--- src/rtl/shs_pkg.sv ---
// Shared types and constants of the SHA-256 stream hasher.
package shs_pkg;

  localparam int unsigned COUNT_W = 61;
  localparam int unsigned LEN_W   = 64;
  localparam logic [COUNT_W-1:0] COUNT_MAX = '1;
  localparam logic [7:0] PAD_BYTE = 8'h80;
  localparam logic [5:0] LEN_POS  = 6'd56;
  localparam logic [5:0] LAST_POS = 6'd63;

  typedef logic [7:0][31:0] hash_t;

  localparam hash_t H_INIT = {
    32'h5BE0CD19, 32'h1F83D9AB, 32'h9B05688C, 32'h510E527F,
    32'hA54FF53A, 32'h3C6EF372, 32'hBB67AE85, 32'h6A09E667
  };

  typedef enum logic [2:0] {
    WIN_NONE,
    WIN_BYTE,
    WIN_PAD,
    WIN_PAD_LEN,
    WIN_LEN
  } win_op_t;

  typedef struct packed {
    win_op_t          op;
    logic             start;
    logic             init;
    logic [5:0]       pos;
    logic [7:0]       data;
    logic [LEN_W-1:0] len;
  } core_cmd_t;

  typedef struct packed {
    logic busy;
    logic done;
  } core_stat_t;

endpackage

--- src/rtl/shs_compress.sv ---
// Iterative SHA-256 compression: one round per cycle over a 16-word window.
module shs_compress (
  input  logic               clk,
  input  logic               rst,
  input  shs_pkg::core_cmd_t  cmd,
  output shs_pkg::core_stat_t stat,
  output shs_pkg::hash_t      hash
);
  import shs_pkg::*;

  typedef enum logic [1:0] {C_IDLE, C_ROUND, C_ADD} cstate_t;

  localparam logic [31:0] K_TABLE [64] = '{
    32'h428A2F98, 32'h71374491, 32'hB5C0FBCF, 32'hE9B5DBA5,
    32'h3956C25B, 32'h59F111F1, 32'h923F82A4, 32'hAB1C5ED5,
    32'hD807AA98, 32'h12835B01, 32'h243185BE, 32'h550C7DC3,
    32'h72BE5D74, 32'h80DEB1FE, 32'h9BDC06A7, 32'hC19BF174,
    32'hE49B69C1, 32'hEFBE4786, 32'h0FC19DC6, 32'h240CA1CC,
    32'h2DE92C6F, 32'h4A7484AA, 32'h5CB0A9DC, 32'h76F988DA,
    32'h983E5152, 32'hA831C66D, 32'hB00327C8, 32'hBF597FC7,
    32'hC6E00BF3, 32'hD5A79147, 32'h06CA6351, 32'h14292967,
    32'h27B70A85, 32'h2E1B2138, 32'h4D2C6DFC, 32'h53380D13,
    32'h650A7354, 32'h766A0ABB, 32'h81C2C92E, 32'h92722C85,
    32'hA2BFE8A1, 32'hA81A664B, 32'hC24B8B70, 32'hC76C51A3,
    32'hD192E819, 32'hD6990624, 32'hF40E3585, 32'h106AA070,
    32'h19A4C116, 32'h1E376C08, 32'h2748774C, 32'h34B0BCB5,
    32'h391C0CB3, 32'h4ED8AA4A, 32'h5B9CCA4F, 32'h682E6FF3,
    32'h748F82EE, 32'h78A5636F, 32'h84C87814, 32'h8CC70208,
    32'h90BEFFFA, 32'hA4506CEB, 32'hBEF9A3F7, 32'hC67178F2
  };

  function automatic logic [31:0] rotr(input logic [31:0] v, input int unsigned n);
    rotr = (v >> n) | (v << (32 - n));
  endfunction

  cstate_t          cstate;
  logic [5:0]       rnd;
  hash_t            wv;
  hash_t            hash_sum;
  logic [15:0][31:0] win;
  logic [15:0][31:0] win_pad;
  logic [15:0][31:0] win_pad_len;
  logic [15:0][31:0] win_len;
  logic [31:0]      w_sched;
  logic [31:0]      w_cur;
  logic [31:0]      s0_w;
  logic [31:0]      s1_w;
  logic [31:0]      t1;
  logic [31:0]      t2;

  // Message schedule: window holds W[r-16] .. W[r-1], oldest at index 0.
  assign s0_w    = rotr(win[1], 7) ^ rotr(win[1], 18) ^ (win[1] >> 3);
  assign s1_w    = rotr(win[14], 17) ^ rotr(win[14], 19) ^ (win[14] >> 10);
  assign w_sched = s1_w + win[9] + s0_w + win[0];
  assign w_cur   = (rnd[5:4] == 2'b00) ? win[0] : w_sched;

  assign t1 = wv[7] + (rotr(wv[4], 6) ^ rotr(wv[4], 11) ^ rotr(wv[4], 25))
            + ((wv[4] & wv[5]) ^ (~wv[4] & wv[6])) + K_TABLE[rnd] + w_cur;
  assign t2 = (rotr(wv[0], 2) ^ rotr(wv[0], 13) ^ rotr(wv[0], 22))
            + ((wv[0] & wv[1]) ^ (wv[0] & wv[2]) ^ (wv[1] & wv[2]));

  // Padding: keep bytes before the fill position, mark it, zero the rest.
  always_comb begin
    win_pad = win;
    for (int i = 0; i < 64; i++) begin
      if (6'(i) == cmd.pos) begin
        win_pad[i / 4][(3 - (i % 4)) * 8 +: 8] = PAD_BYTE;
      end else if (6'(i) > cmd.pos) begin
        win_pad[i / 4][(3 - (i % 4)) * 8 +: 8] = 8'h00;
      end
    end
    // Bit length in the last two words, with or without the padded tail.
    win_pad_len     = win_pad;
    win_pad_len[14] = cmd.len[63:32];
    win_pad_len[15] = cmd.len[31:0];
    win_len         = '0;
    win_len[14]     = cmd.len[63:32];
    win_len[15]     = cmd.len[31:0];
  end

  always_comb begin
    for (int i = 0; i < 8; i++) begin
      hash_sum[i] = hash[i] + wv[i];
    end
  end

  assign stat = {cstate != C_IDLE, cstate == C_ADD};

  always_ff @(posedge clk) begin
    if (rst) begin
      cstate <= C_IDLE;
      rnd    <= '0;
      hash   <= H_INIT;
    end else begin
      unique case (cstate)
        C_IDLE: begin
          if (cmd.init) begin
            hash <= H_INIT;
          end
          if (cmd.start) begin
            wv     <= hash;
            rnd    <= '0;
            cstate <= C_ROUND;
          end
        end
        C_ROUND: begin
          wv     <= {wv[6], wv[5], wv[4], wv[3] + t1, wv[2], wv[1], wv[0], t1 + t2};
          win    <= {w_cur, win[15:1]};
          rnd    <= rnd + 6'd1;
          if (rnd == LAST_POS) begin
            cstate <= C_ADD;
          end
        end
        C_ADD: begin
          hash   <= hash_sum;
          rnd    <= '0;
          cstate <= C_IDLE;
        end
        default: cstate <= C_IDLE;
      endcase

      if (cstate != C_ROUND) begin
        unique case (cmd.op)
          WIN_NONE: ;
          WIN_BYTE: win[cmd.pos[5:2]][{~cmd.pos[1:0], 3'b000} +: 8] <= cmd.data;
          WIN_PAD:  win <= win_pad;
          WIN_PAD_LEN: win <= win_pad_len;
          WIN_LEN:  win <= win_len;
          default: ;
        endcase
      end
    end
  end

  a_start_idle: assert property (@(posedge clk) disable iff (rst)
    cmd.start |-> cstate == C_IDLE) else $error("start while compressing");
  a_round_len: assert property (@(posedge clk) disable iff (rst)
    (cstate == C_ROUND && rnd == LAST_POS) |=> cstate == C_ADD)
    else $error("round count did not end in hash add");
  a_idle_rnd: assert property (@(posedge clk) disable iff (rst)
    cstate == C_IDLE |-> rnd == 6'd0) else $error("round counter not clear in idle");

endmodule

--- config.mk ---
export PLATFORM = sky130hd
export DESIGN_NAME = shs_compress
export DESIGN_NICKNAME = d
export VERILOG_FILES = /design/src/rtl/shs_pkg.sv /design/src/rtl/shs_compress.sv
export SDC_FILE = /design/constraint.sdc
export NUM_CORES = 2
export LEC_CHECK = 0
export BUFFER_PORTS_ARGS = -buffer_cell sky130_fd_sc_hd__buf_2
export CORE_MARGIN = 4
export CORE_UTILIZATION = 30
export DETAILED_ROUTE_END_ITERATION = 16
export GPL_TIMING_DRIVEN = 0
export PLACE_DENSITY = 0.52
export SYNTH_ARGS = -nofsm -noshare
export SYNTH_HDL_FRONTEND = slang
export SYNTH_SLANG_ARGS = --single-unit
--- constraint.sdc ---
create_clock -name clk -period 45.7 [get_ports clk]
set_input_delay 4.57 -clock clk [delete_from_list [all_inputs] [get_ports clk]]
set_output_delay 4.57 -clock clk [all_outputs]
set_load 0.01 [all_outputs]
==> results by group <==
Global routing
  – Overflow left after global routing: 0
  – Global routing usage on met3: 7.96%
  – Largest net degree at the start of global routing: 64
  – Vias in the first global route: 71700
  – Busiest grt layer: met2
  – Global-route wire length before repair: 562 mm
  – Met2 routing resource usage after global routing: 43.7%
  – GR Util met1: 40.3%
  – Antenna violations before repair: 31
  – Total global routing track utilization: 30.0%

Clocking
  – Setup fix buffers added after clock tree synthesis: 0
  – Sink Count: 1032
  – Clock transition time at the flip-flop clock pins of the worst setup and hold paths: 60 ps
  – Post-CTS Hold Fix Bufs: 0
  – Root buffer cell: sky130_fd_sc_hd__clkbuf_16
  – Maximum buffer depth of the clock tree: 3
  – Htree depth: 4
  – Clk_lat worst skew: 840 ps
  – Clock tree from TritonCTS: built
  – Count of instances resized after the clock tree is built: 0
  – Number of buffers added by the clock tree synthesis step: 137

Synth
  – Number of nets in the synthesized netlist: 9550
  – Dominant combinational cell family by area after synthesis: compound AO/OA/AOI/OAI gates
  – Warnings from Yosys: 0
  – Top_reg_cell synth: sky130_fd_sc_hd__edfxtp_1
  – Xor and xnor fraction of the mapped netlist area: 6.55%
  – Number of flops mapped to enable cells by yosys: 768
  – Share of cell area taken by muxes after synthesis: 0.898%
  – Average instance area after synthesis: 8.63 um^2
  – Share of synthesized cell area in and, or, nand and nor gates: 15.9%
  – Syn Std Cell Area: 76500 um^2
  – Number of storage elements in the synthesis netlist: 1032
  – Area share of fa/ha/maj cells after synthesis: 11.8%
  – Proportion of synthesized chip area in sequential cells: 37.1%
  – Ys async rst share: 0%
  – Number of standard cells after synthesis: 8864
  – Number of library cell types mapped by synthesis: 98
  – Fraction of the mapped netlist area in compound gates: 22.4%

Timing
  – Count of final hold-check violations: 0
  – Final worst clock skew: 57.4 ps
  – Maximum operating frequency: 78.2 MHz
  – Final critical-path required period: 12790 ps
  – RSZ-0062 raised after global routing: no
  – Crit share post-route: 28.0%
  – Final setup violation count: 0
  – Tightest Pin Transition: 1620 ps
  – Slew margin rel.: -8.33%
  – Final number of max-transition violations: 87
  – Setup tns final: 0 ps

Final layout
  – Number of inserted filler cells in the final layout: 26600
  – Number of nets at the end of the flow: 10100
  – P&R area growth vs syn: 14.6%
  – Share of cells above drive strength 1: 7.55%

Setup path
  – Endpoint kind of the worst setup timing path: flop
  – Crit path largest cell delay: 940 ps
  – Data arrival time of the worst path: 13340 ps
  – Type of the setup path with the least slack: reg2reg
  – Critical path required time: 46250 ps
  – Slowest stage cell, crit path: sky130_fd_sc_hd__a21oi_1
  – Critical Path Most Common Cell: sky130_fd_sc_hd__fa_1
  – R2R setup slack: 32910 ps
  – Critical-path maximum fanout: 5
  – Critical path startpoint category: flop

Floorplan
  – X dimension of the die: 513 um
  – Number of core rows: 185
  – Core Region: 254000 um^2
  – Number of I/O pins: 343
  – Die Height: 513 um
  – Starting utilization of the core area: 30.1%
  – Full die area: 263000 um^2

Placement
  – Global placement routability congestion: 1.02
  – Count of input and output buffers: 337
  – Detailed-placement wirelength estimate: 324 mm

Job
  – Max Cap Violations: 12

Detailed routing
  – Wirelength per Cell: 32.0 um
  – Number of iterations in the first detailed-routing pass: 8
  – DRC viols: 0
  – Routed wire length: 412 mm
  – Iteration-0 DRC Markers: 10700
  – Ratio of routed vias to standard cells: 5.95
  – Antenna violation net count after detailed routing: 0
  – Overall via count from detail_route: 76700

Worst hold path
  – Type of the worst min-delay path: reg2reg

Run status
  – Violated checks: max-capacitance violations, max-slew violations
  – Outcome: finished with violations
[sequential cells by signal (all words and copies together) (netlist names)]
signal and count:
cstate 2, hash 256, rnd 6, win 512
wv 256
[Yosys cell counts (63+ instances only)]
library cell	instances	area share [%]
sky130_fd_sc_hd__nand2_1	1240	6.1
sky130_fd_sc_hd__nor2_1	1097	5.4
sky130_fd_sc_hd__edfxtp_1	768	30
sky130_fd_sc_hd__o21ai_0	581	3.8
sky130_fd_sc_hd__clkbuf_1	548	2.7
sky130_fd_sc_hd__a21oi_1	545	3.6
sky130_fd_sc_hd__inv_1	486	2.4
sky130_fd_sc_hd__ha_1	405	6.6
sky130_fd_sc_hd__xnor2_1	344	3.9
sky130_fd_sc_hd__a221oi_1	316	3.6
sky130_fd_sc_hd__dfxtp_1	264	6.9
sky130_fd_sc_hd__a21o_1	249	2.4
sky130_fd_sc_hd__xor2_1	226	2.6
sky130_fd_sc_hd__fa_1	196	5.1
sky130_fd_sc_hd__o22ai_1	154	1.3
sky130_fd_sc_hd__a22oi_1	115	1.1
sky130_fd_sc_hd__o21a_1	111	1.1
sky130_fd_sc_hd__nand3_1	97	0.63
sky130_fd_sc_hd__nor3_1	93	0.61
sky130_fd_sc_hd__a31oi_1	78	0.64
sky130_fd_sc_hd__nand2b_1	66	0.54
sky130_fd_sc_hd__a211oi_1	63	0.62
sky130_fd_sc_hd__and3_1	63	0.52
[layer usage]
metal / share of wire [%] / up-vias
met3: 11 / 881
met1: 41 / 38100
li1: - / 32700
met5: 0.0078 / -
met2: 41 / 4901
met4: 6.3 / 4
[metrics by stage]
| stage | hold WS (ps) | utilization, % | instances | instance area, um^2 | setup WS (ps) |
|---|---|---|---|---|---|
| after floorplan | 487 | - | 8864 | 76500 | 22140 |
| after global placement | 468 | 32.5 | 12600 | 82400 | 8150 |
| after detailed placement | 480 | 32.7 | 12600 | 83100 | 33210 |
| after CTS | 489 | 34.5 | 12900 | 87600 | 33120 |
| after global routing | 524 | 34.5 | 12900 | 87600 | 32540 |
| final | 485 | 34.5 | 12900 | 87700 | 32910 |
[critical path, delay by kind of cell (launching register included)]
kind                     cells  cell delay [ps]
buffers and inverters        6              790
XOR/XNOR                     5             1780
AO/OA/AOI/OAI               20             4770
flip-flops                   1              340
adder cells (fa/ha/maj)     10             4150
AND/OR/NAND/NOR              4              700
[worst paths after layout]
path | from | end | cells after the start
setup / recovery | win[51] | wv[28] | 45
hold / removal | hash[244] | hash[244] | 2
setup reg to reg | win[51] | wv[28] | 45
hold reg to reg | hash[244] | hash[244] | 2
[cell usage in the layout (no fill, tap or decap), types with 111 or more instances in the layout]
cell type | synthesis | layout
sky130_fd_sc_hd__nand2_1 | 1240 | 1240
sky130_fd_sc_hd__nor2_1 | 1097 | 1097
sky130_fd_sc_hd__edfxtp_1 | 768 | 768
sky130_fd_sc_hd__o21ai_0 | 581 | 577
sky130_fd_sc_hd__clkbuf_1 | 548 | 558
sky130_fd_sc_hd__a21oi_1 | 545 | 545
sky130_fd_sc_hd__inv_1 | 486 | 486
sky130_fd_sc_hd__ha_1 | 405 | 405
sky130_fd_sc_hd__xnor2_1 | 344 | 343
sky130_fd_sc_hd__buf_2 | 2 | 342
sky130_fd_sc_hd__a221oi_1 | 316 | 316
sky130_fd_sc_hd__dfxtp_1 | 264 | 264
sky130_fd_sc_hd__a21o_1 | 249 | 249
sky130_fd_sc_hd__xor2_1 | 226 | 226
sky130_fd_sc_hd__fa_1 | 196 | 196
sky130_fd_sc_hd__o22ai_1 | 154 | 154
sky130_fd_sc_hd__clkbuf_16 | 0 | 139
sky130_fd_sc_hd__a22oi_1 | 115 | 115
sky130_fd_sc_hd__o21a_1 | 111 | 111
[area by class of cell]
class | count | area [um^2] | share of cell area, %
clock inverters | 72 | 738 | 0.842
well taps | 3366 | 4210 | 4.80
flip-flops and latches | 1032 | 28300 | 32.3
repair buffers | 380 | 2350 | 2.68
plain buffers | 599 | 2280 | 2.60
inverters | 490 | 1840 | 2.10
multi-input cells | 6743 | 44100 | 50.3
clock buffers | 178 | 3750 | 4.28
diodes | 22 | 55.1 | 0.0628
[logic make-up (layout without fill, tap and decap cells)]
family,count (synthesis),in the layout
flip-flops,1032,1032
adder cells (fa/ha/maj),605,605
buffers and inverters,1089,1719
multiplexers,62,62
other,0,22
XOR/XNOR,571,571
AND/OR/NAND/NOR,2907,2907
AO/OA/AOI/OAI,2598,2598
Power is left out: the tool's default activity adds up to more than one toggle a clock period on the data nets, which glitch-free logic cannot reach.
